==> config.mk <==
export PLATFORM = sky130hd
export DESIGN_NAME = bitmap_buffer_pool_allocator_top
export DESIGN_NICKNAME = d
export VERILOG_FILES = /design/src/rtl/bbpa_pkg.sv /design/src/rtl/bitmap_buffer_pool_allocator_top.sv
export SDC_FILE = /design/constraint.sdc
export NUM_CORES = 2
export LEC_CHECK = 0
export BUFFER_PORTS_ARGS = -buffer_cell sky130_fd_sc_hd__buf_2
export CAP_MARGIN = 20
export CORE_MARGIN = 2
export CORE_UTILIZATION = 60
export DETAILED_ROUTE_END_ITERATION = 7
export PLACE_DENSITY = 0.88
export REMOVE_ABC_BUFFERS = 1
export SLEW_MARGIN = 10
export SYNTH_ARGS = -nofsm -noshare
export SYNTH_HDL_FRONTEND = slang
export SYNTH_SLANG_ARGS = --single-unit
==> constraint.sdc <==
create_clock -name clk -period 8.8 [get_ports clk]
set_clock_uncertainty 0.05 [all_clocks]
set_input_delay 1.76 -clock clk [delete_from_list [all_inputs] [get_ports clk]]
set_output_delay 1.76 -clock clk [all_outputs]
set_load 0.02 [all_outputs]
==> src/rtl/bbpa_pkg.sv <==
// Shared types and constants for the bitmap buffer pool allocator.
// Holds the request and result structs, status codes and register indexes.
// No dependencies.
package bbpa_pkg;

	localparam int MAX_BUFFERS = 256;
	localparam int WORD_BITS   = 32;
	localparam int WORD_COUNT  = (MAX_BUFFERS + WORD_BITS - 1) / WORD_BITS;
	localparam int IDX_W       = $clog2(MAX_BUFFERS);
	localparam int CNT_W       = IDX_W + 1;
	localparam int WSEL_W      = (WORD_COUNT > 1) ? $clog2(WORD_COUNT) : 1;
	localparam int BSEL_W      = $clog2(WORD_BITS);

	localparam int ADDR_W      = 32;
	localparam int SIZE_W      = 21;
	localparam int LIMIT_W     = 9;
	localparam int CFG_IDX_W   = 2;
	localparam int CFG_DATA_W  = 32;

	localparam logic [CFG_IDX_W-1:0] REG_BASE  = 2'd0;
	localparam logic [CFG_IDX_W-1:0] REG_SIZE  = 2'd1;
	localparam logic [CFG_IDX_W-1:0] REG_LIMIT = 2'd2;

	localparam logic [1:0] ST_OK            = 2'd0;
	localparam logic [1:0] ST_EXHAUSTED     = 2'd1;
	localparam logic [1:0] ST_RANGE         = 2'd2;
	localparam logic [1:0] ST_NOT_ALLOCATED = 2'd3;

	localparam logic MODE_ALLOC = 1'b0;
	localparam logic MODE_FREE  = 1'b1;

	typedef struct packed {
		logic              mode;
		logic [ADDR_W-1:0] free_address;
	} req_t;

	typedef struct packed {
		logic [1:0]        status;
		logic [ADDR_W-1:0] buffer_address;
		logic [7:0]        buffer_index;
		logic [8:0]        allocated_count;
	} rsp_t;

endpackage

==> src/rtl/bitmap_buffer_pool_allocator_top.sv <==
// Allocate: scans one 32-bit bitmap word per cycle up to the first free bit below the
// limit, then multiplies and adds; exhausted without a scan when the count is at the limit.
// Free: a range check, then the restoring divider that resolves one quotient bit per
// cycle, skipped when the address is out of range. One request is processed at a time;
// a new request is taken while a result still waits. Asynchronous active-low reset clears
// the used bitmap and count, and sets default configuration. Top level; depends on bbpa_pkg.
module bitmap_buffer_pool_allocator_top (
	input  logic                                   clk,
	input  logic                                   arst_n,
	input  logic                                   in_valid,
	output logic                                   in_ready,
	input  bbpa_pkg::req_t                         in_item,
	output logic                                   out_valid,
	input  logic                                   out_ready,
	output bbpa_pkg::rsp_t                         out_item,
	input  logic                                   cfg_we,
	input  logic [bbpa_pkg::CFG_IDX_W-1:0]         cfg_index,
	input  logic [bbpa_pkg::CFG_DATA_W-1:0]        cfg_wdata
);

	localparam logic [2:0] S_IDLE  = 3'd0;
	localparam logic [2:0] S_ASCAN = 3'd1;
	localparam logic [2:0] S_AMUL  = 3'd2;
	localparam logic [2:0] S_AADD  = 3'd3;
	localparam logic [2:0] S_FCHK  = 3'd4;
	localparam logic [2:0] S_FDIV  = 3'd5;
	localparam logic [2:0] S_FBIT  = 3'd6;
	localparam logic [2:0] S_DONE  = 3'd7;

	localparam int SPAN_W = bbpa_pkg::SIZE_W + bbpa_pkg::LIMIT_W;
	localparam int PROD_W = bbpa_pkg::SIZE_W + bbpa_pkg::IDX_W;

	logic [2:0]                                   state_q;
	logic [bbpa_pkg::ADDR_W-1:0]                  base_q;
	logic [bbpa_pkg::SIZE_W-1:0]                  size_q;
	logic [bbpa_pkg::LIMIT_W-1:0]                 limit_q;
	logic [bbpa_pkg::MAX_BUFFERS-1:0]             used_q;
	logic [bbpa_pkg::CNT_W-1:0]                   count_q;
	logic [bbpa_pkg::WSEL_W-1:0]                  word_q;
	logic [bbpa_pkg::IDX_W-1:0]                   idx_q;
	logic [bbpa_pkg::IDX_W-1:0]                   quot_q;
	logic [$clog2(bbpa_pkg::IDX_W)-1:0]           step_q;
	logic [bbpa_pkg::ADDR_W-1:0]                  rem_q;
	logic                                         ge_base_q;
	logic [SPAN_W-1:0]                            span_q;
	logic [PROD_W-1:0]                            prod_q;
	logic [1:0]                                   status_q;
	logic [bbpa_pkg::ADDR_W-1:0]                  res_addr_q;
	logic                                         out_valid_q;
	bbpa_pkg::rsp_t                               out_item_q;

	logic [bbpa_pkg::LIMIT_W-1:0]                 lim_eff;
	logic [bbpa_pkg::WORD_BITS-1:0]               word_bits;
	logic [bbpa_pkg::WORD_BITS-1:0]               below_lim;
	logic [bbpa_pkg::WORD_BITS-1:0]               cand;
	logic [bbpa_pkg::WORD_BITS-1:0]               lowest;
	logic [bbpa_pkg::BSEL_W-1:0]                  pos;
	logic [PROD_W-1:0]                            div_trial;
	logic                                         accept;
	logic                                         out_load;

	assign lim_eff = (limit_q > bbpa_pkg::LIMIT_W'(bbpa_pkg::MAX_BUFFERS))
		? bbpa_pkg::LIMIT_W'(bbpa_pkg::MAX_BUFFERS) : limit_q;

	assign in_ready  = (state_q == S_IDLE);
	assign accept    = in_valid && in_ready;
	assign out_load  = (state_q == S_DONE) && (!out_valid_q || out_ready);
	assign out_valid = out_valid_q;
	assign out_item  = out_item_q;

	// Free bits of the current word that lie below the effective limit.
	always_comb begin
		word_bits = used_q[word_q*bbpa_pkg::WORD_BITS +: bbpa_pkg::WORD_BITS];
		for (int j = 0; j < bbpa_pkg::WORD_BITS; j++) begin
			below_lim[j] = ({1'b0, word_q, bbpa_pkg::BSEL_W'(j)} < lim_eff);
		end
		cand   = ~word_bits & below_lim;
		lowest = cand & (~cand + 1'b1);
		pos    = '0;
		for (int j = 0; j < bbpa_pkg::WORD_BITS; j++) begin
			if (lowest[j]) begin
				pos = pos | bbpa_pkg::BSEL_W'(j);
			end
		end
	end

	assign div_trial = {size_q, bbpa_pkg::IDX_W'(0)} >> (bbpa_pkg::IDX_W - int'(step_q));

	always_ff @(posedge clk or negedge arst_n) begin
		if (!arst_n) begin
			base_q  <= '0;
			size_q  <= bbpa_pkg::SIZE_W'(4096);
			limit_q <= bbpa_pkg::LIMIT_W'(256);
		end else if (cfg_we) begin
			unique case (cfg_index)
				bbpa_pkg::REG_BASE:  base_q  <= cfg_wdata;
				bbpa_pkg::REG_SIZE:  size_q  <= cfg_wdata[bbpa_pkg::SIZE_W-1:0];
				bbpa_pkg::REG_LIMIT: limit_q <= cfg_wdata[bbpa_pkg::LIMIT_W-1:0];
				default: ;
			endcase
		end
	end

	always_ff @(posedge clk or negedge arst_n) begin
		if (!arst_n) begin
			state_q     <= S_IDLE;
			used_q      <= '0;
			count_q     <= '0;
			out_valid_q <= 1'b0;
		end else begin
			if (out_load) begin
				out_valid_q <= 1'b1;
			end else if (out_ready) begin
				out_valid_q <= 1'b0;
			end
			unique case (state_q)
				S_IDLE: begin
					if (accept) begin
						if (in_item.mode == bbpa_pkg::MODE_ALLOC) begin
							state_q <= ({1'b0, count_q} >= {1'b0, lim_eff}) ? S_DONE : S_ASCAN;
						end else begin
							state_q <= S_FCHK;
						end
					end
				end
				S_ASCAN: begin
					if (cand != '0) begin
						state_q <= S_AMUL;
					end else if (word_q == bbpa_pkg::WSEL_W'(bbpa_pkg::WORD_COUNT - 1)) begin
						state_q <= S_DONE;
					end
				end
				S_AMUL: state_q <= S_AADD;
				S_AADD: begin
					used_q[idx_q] <= 1'b1;
					count_q       <= count_q + 1'b1;
					state_q       <= S_DONE;
				end
				S_FCHK: begin
					if (!ge_base_q || {2'b0, rem_q} >= {{(bbpa_pkg::ADDR_W + 2 - SPAN_W){1'b0}}, span_q}) begin
						state_q <= S_DONE;
					end else begin
						state_q <= S_FDIV;
					end
				end
				S_FDIV: begin
					if (step_q == '0) begin
						state_q <= S_FBIT;
					end
				end
				S_FBIT: begin
					if (used_q[quot_q]) begin
						used_q[quot_q] <= 1'b0;
						if (count_q != '0) begin
							count_q <= count_q - 1'b1;
						end
					end
					state_q <= S_DONE;
				end
				S_DONE: begin
					if (out_load) begin
						state_q <= S_IDLE;
					end
				end
				default: state_q <= S_IDLE;
			endcase
		end
	end

	// Datapath registers; no reset needed.
	always_ff @(posedge clk) begin
		case (state_q)
			S_IDLE: begin
				if (accept) begin
					status_q   <= (in_item.mode == bbpa_pkg::MODE_ALLOC) ? bbpa_pkg::ST_EXHAUSTED
						: bbpa_pkg::ST_RANGE;
					res_addr_q <= '0;
					idx_q      <= '0;
					word_q     <= '0;
					ge_base_q  <= (in_item.free_address >= base_q);
					rem_q      <= in_item.free_address - base_q;
					span_q     <= SPAN_W'(size_q) * SPAN_W'(lim_eff);
				end
			end
			S_ASCAN: begin
				if (cand != '0) begin
					idx_q <= bbpa_pkg::IDX_W'({word_q, pos});
				end else begin
					word_q <= word_q + 1'b1;
				end
			end
			S_AMUL: prod_q <= PROD_W'(idx_q) * PROD_W'(size_q);
			S_AADD: begin
				res_addr_q <= base_q + bbpa_pkg::ADDR_W'(prod_q);
				status_q   <= bbpa_pkg::ST_OK;
			end
			S_FCHK: begin
				quot_q <= '0;
				step_q <= '1;
			end
			S_FDIV: begin
				// Restoring division, one quotient bit per cycle, most significant first.
				if (rem_q >= bbpa_pkg::ADDR_W'(div_trial)) begin
					rem_q          <= rem_q - bbpa_pkg::ADDR_W'(div_trial);
					quot_q[step_q] <= 1'b1;
				end
				step_q <= step_q - 1'b1;
			end
			S_FBIT: begin
				idx_q    <= quot_q;
				status_q <= used_q[quot_q] ? bbpa_pkg::ST_OK : bbpa_pkg::ST_NOT_ALLOCATED;
			end
			S_DONE: begin
				if (out_load) begin
					out_item_q.status          <= status_q;
					out_item_q.buffer_address  <= res_addr_q;
					out_item_q.buffer_index    <= idx_q;
					out_item_q.allocated_count <= count_q;
				end
			end
			default: ;
		endcase
	end

endmodule

== Yosys cells after proc, flatten, opt, wreduce, memory -nomap -nowiden ==
Index checks and enable logic that the tools add are counted.

* Register bits: 530
* Bits in latches: 0
* RAM bits: 0
* Bits in read-only memories: 0
* Input port bits: 72
* Output and inout bits: 53
* Logic and storage cells: 253
* Memories: 0

* Add/sub/neg operators: 9
* Multiply operators: 2
* Div/mod/pow operators: 0
* Order comparisons: 43
* Equality and inequality tests: 22
* Shift operators: 2
* Multiplexer cells: 109
* Bitwise logic cells: 8
* Reduce and logical (&&, ||, !) cells: 37

{| class="wikitable"
|+ Operators with widths
! kind !! count
|-
| $mux 256 || 2
|-
| $pmux 256 s2 || 1
|-
| $lt 8x9->1 || 32
|-
| $and 256x256->256 || 1
|-
| $mux 32 || 8
|-
| $not 256->256 || 1
|-
| $or 256x256->256 || 1
|-
| $shiftx 256x9->32 || 1
|-
| $pmux 32 s2 || 2
|-
| $mux 51 || 2
|-
| $mux 5 || 16
|-
| $mux 3 || 24
|-
| $mux 9 || 8
|-
| $and 32x32->32 || 2
|-
| $not 32->32 || 2
|-
| $mux 30 || 2
|-
| $mux 8 || 6
|-
| $mux 21 || 2
|-
| $add 32x1->32 const B || 1
|-
| $add 32x29->32 || 1
|-
| $ge 32x29->1 || 1
|-
| $ge 32x30->1 || 1
|-
| $ge 32x32->1 || 1
|-
| $mux 4 || 8
|-
| 49 further kinds || 106
|}

== Depth between registers and ports, before layout ==
* Depth in word-level cells: 41
* Depth in mapped cells: 27
* Gate-level depth less buffers: 24

== Worst setup path after synthesis ==
No wires, ideal clock.

* Path type: register to register
* Start point: register step_q[0] (netlist name)
* End point: register rem_q[0] (netlist name) (enable)
* Setup time: 0.466 ns
* Data arrival time: 7.208 ns
* Required time: 8.284 ns
* Slack: 1.076 ns
* Stages on the path, launching flop included: 24
* Buffers on the path: 4
* Period minus slack after synthesis: 7.724 ns
* Path through: edfxtp_1 > clkbuf_1 > clkinv_1 > clkbuf_1 > ha_1 > clkbuf_1 > buf_1 > mux2i_1 > a21oi_1 > mux2_2 > and2_1 > ha_1 > fa_1 > nor2b_1 > o21ai_0 > a21boi_0 > o21ai_0 > a21oi_1 > a21oi_1 > o211ai_1 > a31oi_1 > o31ai_1 > a21oi_1 > o21ai_0

* Cells in the longest elaborated chain, start to end: 5

{| class="wikitable"
|+ RTL lines
! item !! RTL line !! text
|-
| from (decl) || bitmap_buffer_pool_allocator_top.sv:42 || <nowiki>logic [$clog2(bbpa_pkg::IDX_W)-1:0] step_q;</nowiki>
|-
| from (signal assigned) || bitmap_buffer_pool_allocator_top.sv:207 || <nowiki>step_q <= step_q - 1'b1;</nowiki>
|-
| $sub 4x3->5 || bitmap_buffer_pool_allocator_top.sv:87 || <nowiki>assign div_trial = {size_q, bbpa_pkg::IDX_W'(0)} >> (bbpa_pkg::IDX_W - int'(step_q));</nowiki>
|-
| $shr 29x32->29 || bitmap_buffer_pool_allocator_top.sv:87 ||
|-
| $ge 32x29->1 || bitmap_buffer_pool_allocator_top.sv:203 || <nowiki>if (rem_q >= bbpa_pkg::ADDR_W'(div_trial)) begin</nowiki>
|-
| $ne 2x2->1 (no source line) || - ||
|-
| $reduce_and 3->1 (no source line) || - ||
|-
| to (signal assigned) || bitmap_buffer_pool_allocator_top.sv:181 || <nowiki>rem_q <= in_item.free_address - base_q;</nowiki>
|-
| to (signal assigned) || bitmap_buffer_pool_allocator_top.sv:204 || <nowiki>rem_q <= rem_q - bbpa_pkg::ADDR_W'(div_trial);</nowiki>
|-
| to (decl) || bitmap_buffer_pool_allocator_top.sv:43 || <nowiki>logic [bbpa_pkg::ADDR_W-1:0] rem_q;</nowiki>
|}

Every way passes these cells.
A chain may end at the register's enable or synchronous reset.

== Worst setup path after layout ==
* Start point: register limit_q[8] (netlist name)
* End point: register span_q[28], data pin

* Cells in the longest elaborated chain, start to end: 5

{| class="wikitable"
|+ RTL lines
! item !! RTL line !! text
|-
| from (decl) || bitmap_buffer_pool_allocator_top.sv:36 || <nowiki>logic [bbpa_pkg::LIMIT_W-1:0] limit_q;</nowiki>
|-
| from (signal assigned) || bitmap_buffer_pool_allocator_top.sv:93 || <nowiki>limit_q <= bbpa_pkg::LIMIT_W'(256);</nowiki>
|-
| from (signal assigned) || bitmap_buffer_pool_allocator_top.sv:98 || <nowiki>bbpa_pkg::REG_LIMIT: limit_q <= cfg_wdata[bbpa_pkg::LIMIT_W-1:0];</nowiki>
|-
| $gt 9x9->1 || bitmap_buffer_pool_allocator_top.sv:62 || <nowiki>assign lim_eff = (limit_q > bbpa_pkg::LIMIT_W'(bbpa_pkg::MAX_BUFFERS))</nowiki>
|-
| $mux 9 (*) || bitmap_buffer_pool_allocator_top.sv:63 || <nowiki>? bbpa_pkg::LIMIT_W'(bbpa_pkg::MAX_BUFFERS) : limit_q;</nowiki>
|-
| $mul 21x9->30 (*) || bitmap_buffer_pool_allocator_top.sv:182 || <nowiki>span_q <= SPAN_W'(size_q) * SPAN_W'(lim_eff);</nowiki>
|-
| $mux 30 (*) || bitmap_buffer_pool_allocator_top.sv:174 || <nowiki>if (accept) begin</nowiki>
|-
| $mux 30 (*) || bitmap_buffer_pool_allocator_top.sv:172 || <nowiki>case (state_q)</nowiki>
|-
| to (signal assigned) || bitmap_buffer_pool_allocator_top.sv:182 ||
|-
| to (decl) || bitmap_buffer_pool_allocator_top.sv:45 || <nowiki>logic [SPAN_W-1:0] span_q;</nowiki>
|}

Every way passes the cells marked *; elsewhere a longest branch is shown, timed or not. The select of a mux whose other input is x is not followed.

==> results.tsv <==
stage	metric	value	unit
job	drv_cap	0	
clock_network	holdBufCountCts	0	
cells_and_area	final_core_util	0.660	
synthesis	synthSimpleGateAreaFrac	0.159	
synthesis	synth_seq_cells	530	
synthesis	synth_flop_cell	dfrtp_1	
floorplanning	io_pins	125	
global_route	grt_max_degree	138	
sta	post-route-period-util	0.782	
power_and_ir_drop	ir_drop	461	uV
clock_network	clockBufferDepth	3	
cells_and_area	nNetsFinal	4955	
placement	port_buffers	124	
critical_path	crit_fanout	47	
clock_network	clk_latency	0.69	ns
sta	rsz0062_at_grt	no	
cells_and_area	final_cell_count_no_fill	5381	
clock_network	root_buffer	clkbuf_16	
global_route	gr-total-overflow	0	
sta	slew_violations	0	
worst_hold_path	hold_class	flop to flop	
run_status	status	finished with violations	
power_and_ir_drop	p_seq_frac	0.220	
synthesis	yosysWarnings	0	
sta	clock.fmax	0.145	GHz
critical_path	start_kind	flop	
sta	slew_headroom	0.238	
synthesis	synth_compound_area_frac	0.126	
synthesis	synth_top_family_by_area	adder cells	
clock_network	post_cts_resized	0	
critical_path	slowest_delay	0.90	ns
placement	dp_hpwl	95.8	mm
sta	tns	0	ns
synthesis	synthTopCellsByArea	dfrtp_1 (19%), edfxtp_1 (14%), fa_1 (12%)	
global_route	grt_pass1_vias	35400	
power_and_ir_drop	cellPowerDensity	457	mW/mm^2
floorplanning	initial_core_util	0.605	
placement	gp_routability_congestion	1.02	
sta	finalHoldViolations	0	
critical_path	cp.arrival	7.20	ns
synthesis	yosysMostFrequentCell	nand2_1	
placement	placed_cell_area	0.0440	mm^2
clock_network	clk_pin_slew_worst_paths	0.07	ns
routing	drtPass1Iterations	8	
routing	drt_iter0_drc	4950	
critical_path	slowest_stage	nor2b_1	
floorplanning	die_area	0.0726	mm^2
power_and_ir_drop	combPwrFrac	0.655	
synthesis	synth_top_area_share	0.195	
clock_network	cts_max_level	2	
critical_path	end_kind	flop	
floorplanning	core_area	0.0699	mm^2
floorplanning	die_x	270	um
sta	setup_violations	0	
synthesis	netlist_area	0.0423	mm^2
routing	viasPerCell	6.61	
power_and_ir_drop	p_leak	20.5	nW
power_and_ir_drop	clockPowerShare	0.125	
critical_path	cp_common_cell	fa_1	
placement	placed_cells	5262	
synthesis	synthMuxAreaShare	0.105	
clock_network	cts_buffers	58	
routing	vias	35600	
global_route	grt_pass1_wl	204	mm
synthesis	ys_top_cells_by_count	nand2_1 (810), inv_1 (359), dfrtp_1 (329)	
cells_and_area	syn_to_final_growth	9.05	%
routing	drcViolationCount	2	
cells_and_area	stdcell_area	0.0461	mm^2
global_route	gr-usage-all-layers	0.365	
sta	worst_slew_pin_slew	1.14	ns
routing	wl	133	mm
synthesis	syn_avg_cell_area	9.77	um^2
synthesis	yosys.area.top_type	dfrtp_1	
synthesis	ys_seq_area_frac	0.337	
critical_path	path_cells	buf_4 > nor2b_1 > nand2_1 > fa_1 > inv_1 > fa_1 > inv_1 > fa_1 > inv_1 > fa_1 > ha_1 > o21a_1 > o21ai_0 > nor2b_1 > a211oi_1 > o31ai_1 > a31oi_1 > a211oi_1 > a21oi_1 > a21o_1 > a21oi_1 > xnor2_1	
sta	whs	0.369	ns
power_and_ir_drop	sw_frac_of_total	0.473	
routing	avgRoutedWirePerCell	24.8	um
power_and_ir_drop	internal-power	0.0111	W
synthesis	async_flop_share	0.625	
power_and_ir_drop	p_switching	0.00997	W
cells_and_area	drive_gt1_frac	0.126	
routing	ant_nets	0	
synthesis	synthAdderAreaFrac	0.191	
synthesis	synth_edf_count	199	
clock_network	cts_setup_buffers	0	
global_route	antenna_found_initial	5	
floorplanning	die_h	270	um
synthesis	synth_xor_area_frac	0.0269	
clock_network	clkSinkCount	530	
floorplanning	row_count	97	
critical_path	worstSetupPathType	flop to flop	
sta	min_period	6.88	ns
synthesis	synth_cell_types	80	
run_status	violations	DRC	
clock_network	cts_tree	done	
critical_path	required	9.12	ns
synthesis	netlist_instances	4329	
metrics by stage:
step / total power (W) / setup WS [ns]
3_3_place_gp: 0.0174 / 2.03
3_5_place_dp: 0.0179 / 1.97
6_report: 0.0211 / 1.92
4_1_cts: 0.0208 / 1.91
5_1_grt: 0.0226 / 1.47
2_1_floorplan: 0.0143 / 0.343
power groups by stage:
stage	Combinational (W)	Clock [W]	Sequential, W
global placement	0.0128	0	0.00461
CTS	0.0135	0.00264	0.00460
floorplan	0.00966	0	0.00467
finish	0.0138	0.00263	0.00464
detailed placement	0.0133	0	0.00463
global route	0.0152	0.00274	0.00469
area by class of cell:
type | instances | area (um^2)
Clock buffer | 70 | 1600
Inverter | 362 | 1360
Tap cell | 940 | 1180
Sequential cell | 530 | 14300
Multi-Input combinational cell | 3208 | 25800
Clock inverter | 39 | 458
Fill cell | 5255 | 23800
Timing Repair Buffer | 228 | 1450
Antenna cell | 4 | 10.0
layout by cell type (no fill, tap or decap), drive strengths merged, types with 10 or more instances in the layout:
cell type,n
nand4,24
a211oi,21
mux2i,56
fa,252
mux2,45
inv,363
edfxtp,199
clkbuf,70
nand3b,11
nor4,12
a21boi,10
a31oi,30
nand2,810
xnor2,79
o21a,19
ha,243
mux4,150
nor2,208
and3,23
a21oi,171
a21o,66
a22o,132
nor3,66
dfrtp,329
nor2b,49
o21bai,13
clkinv,24
and2,135
or3,19
nand3,51
o211ai,23
buf,227
or2,10
xor2,51
nand2b,46
o21ai,287
worst paths after layout:
kind	to	from	slack (ns)	cells past startpoint
min in group asynchronous	base_q[24]	arst_n	1.04	1
hold / removal	out_item[35]	res_addr_q[18]	0.37	0
setup / recovery	span_q[28]	limit_q[8]	1.92	22
hold reg to reg	out_item[35]	res_addr_q[18]	0.37	0
setup reg to reg	span_q[28]	limit_q[8]	1.92	22
max in group asynchronous	used_q[126]	arst_n	5.64	3
worst max-delay path, delay by kind of cell (launching register included):
family / cells / cell delay [ns]
fa+ha+maj: 5 / 2.38
compound gates: 9 / 1.83
simple gates: 3 / 1.29
buf+inv: 4 / 0.47
flops: 1 / 0.46
xor+xnor: 1 / 0.08
flip-flops by register name, summed over array words and instances, names as in the netlist:
| signal | cells |
|---|---|
| out_item | 51 |
| state_q | 3 |
| size_q | 21 |
| step_q | 3 |
| used_q | 256 |
| base_q | 32 |
| status_q | 2 |
| res_addr_q | 32 |
| limit_q | 9 |
| span_q | 30 |
| ge_base_q | 1 |
| out_valid | 1 |
| rem_q | 32 |
| word_q | 3 |
| count_q | 9 |
| quot_q | 8 |
| idx_q | 8 |
| prod_q | 29 |
kinds of logic after synthesis:
| group | count (synthesis) |
|---|---|
| xor+xnor | 130 |
| mux | 251 |
| flops | 530 |
| buf+inv | 591 |
| compound gates | 839 |
| fa+ha+maj | 495 |
| simple gates | 1493 |
routing by layer:
layer,global-route usage,part of all wire,vias up
met5,0,0.00023,-
met4,0.235,0.080,4
met3,0.0777,0.11,653
met2,0.584,0.46,2544
met1,0.451,0.35,17300
li1,-,-,15100
Power figures use the tool's default switching activity.
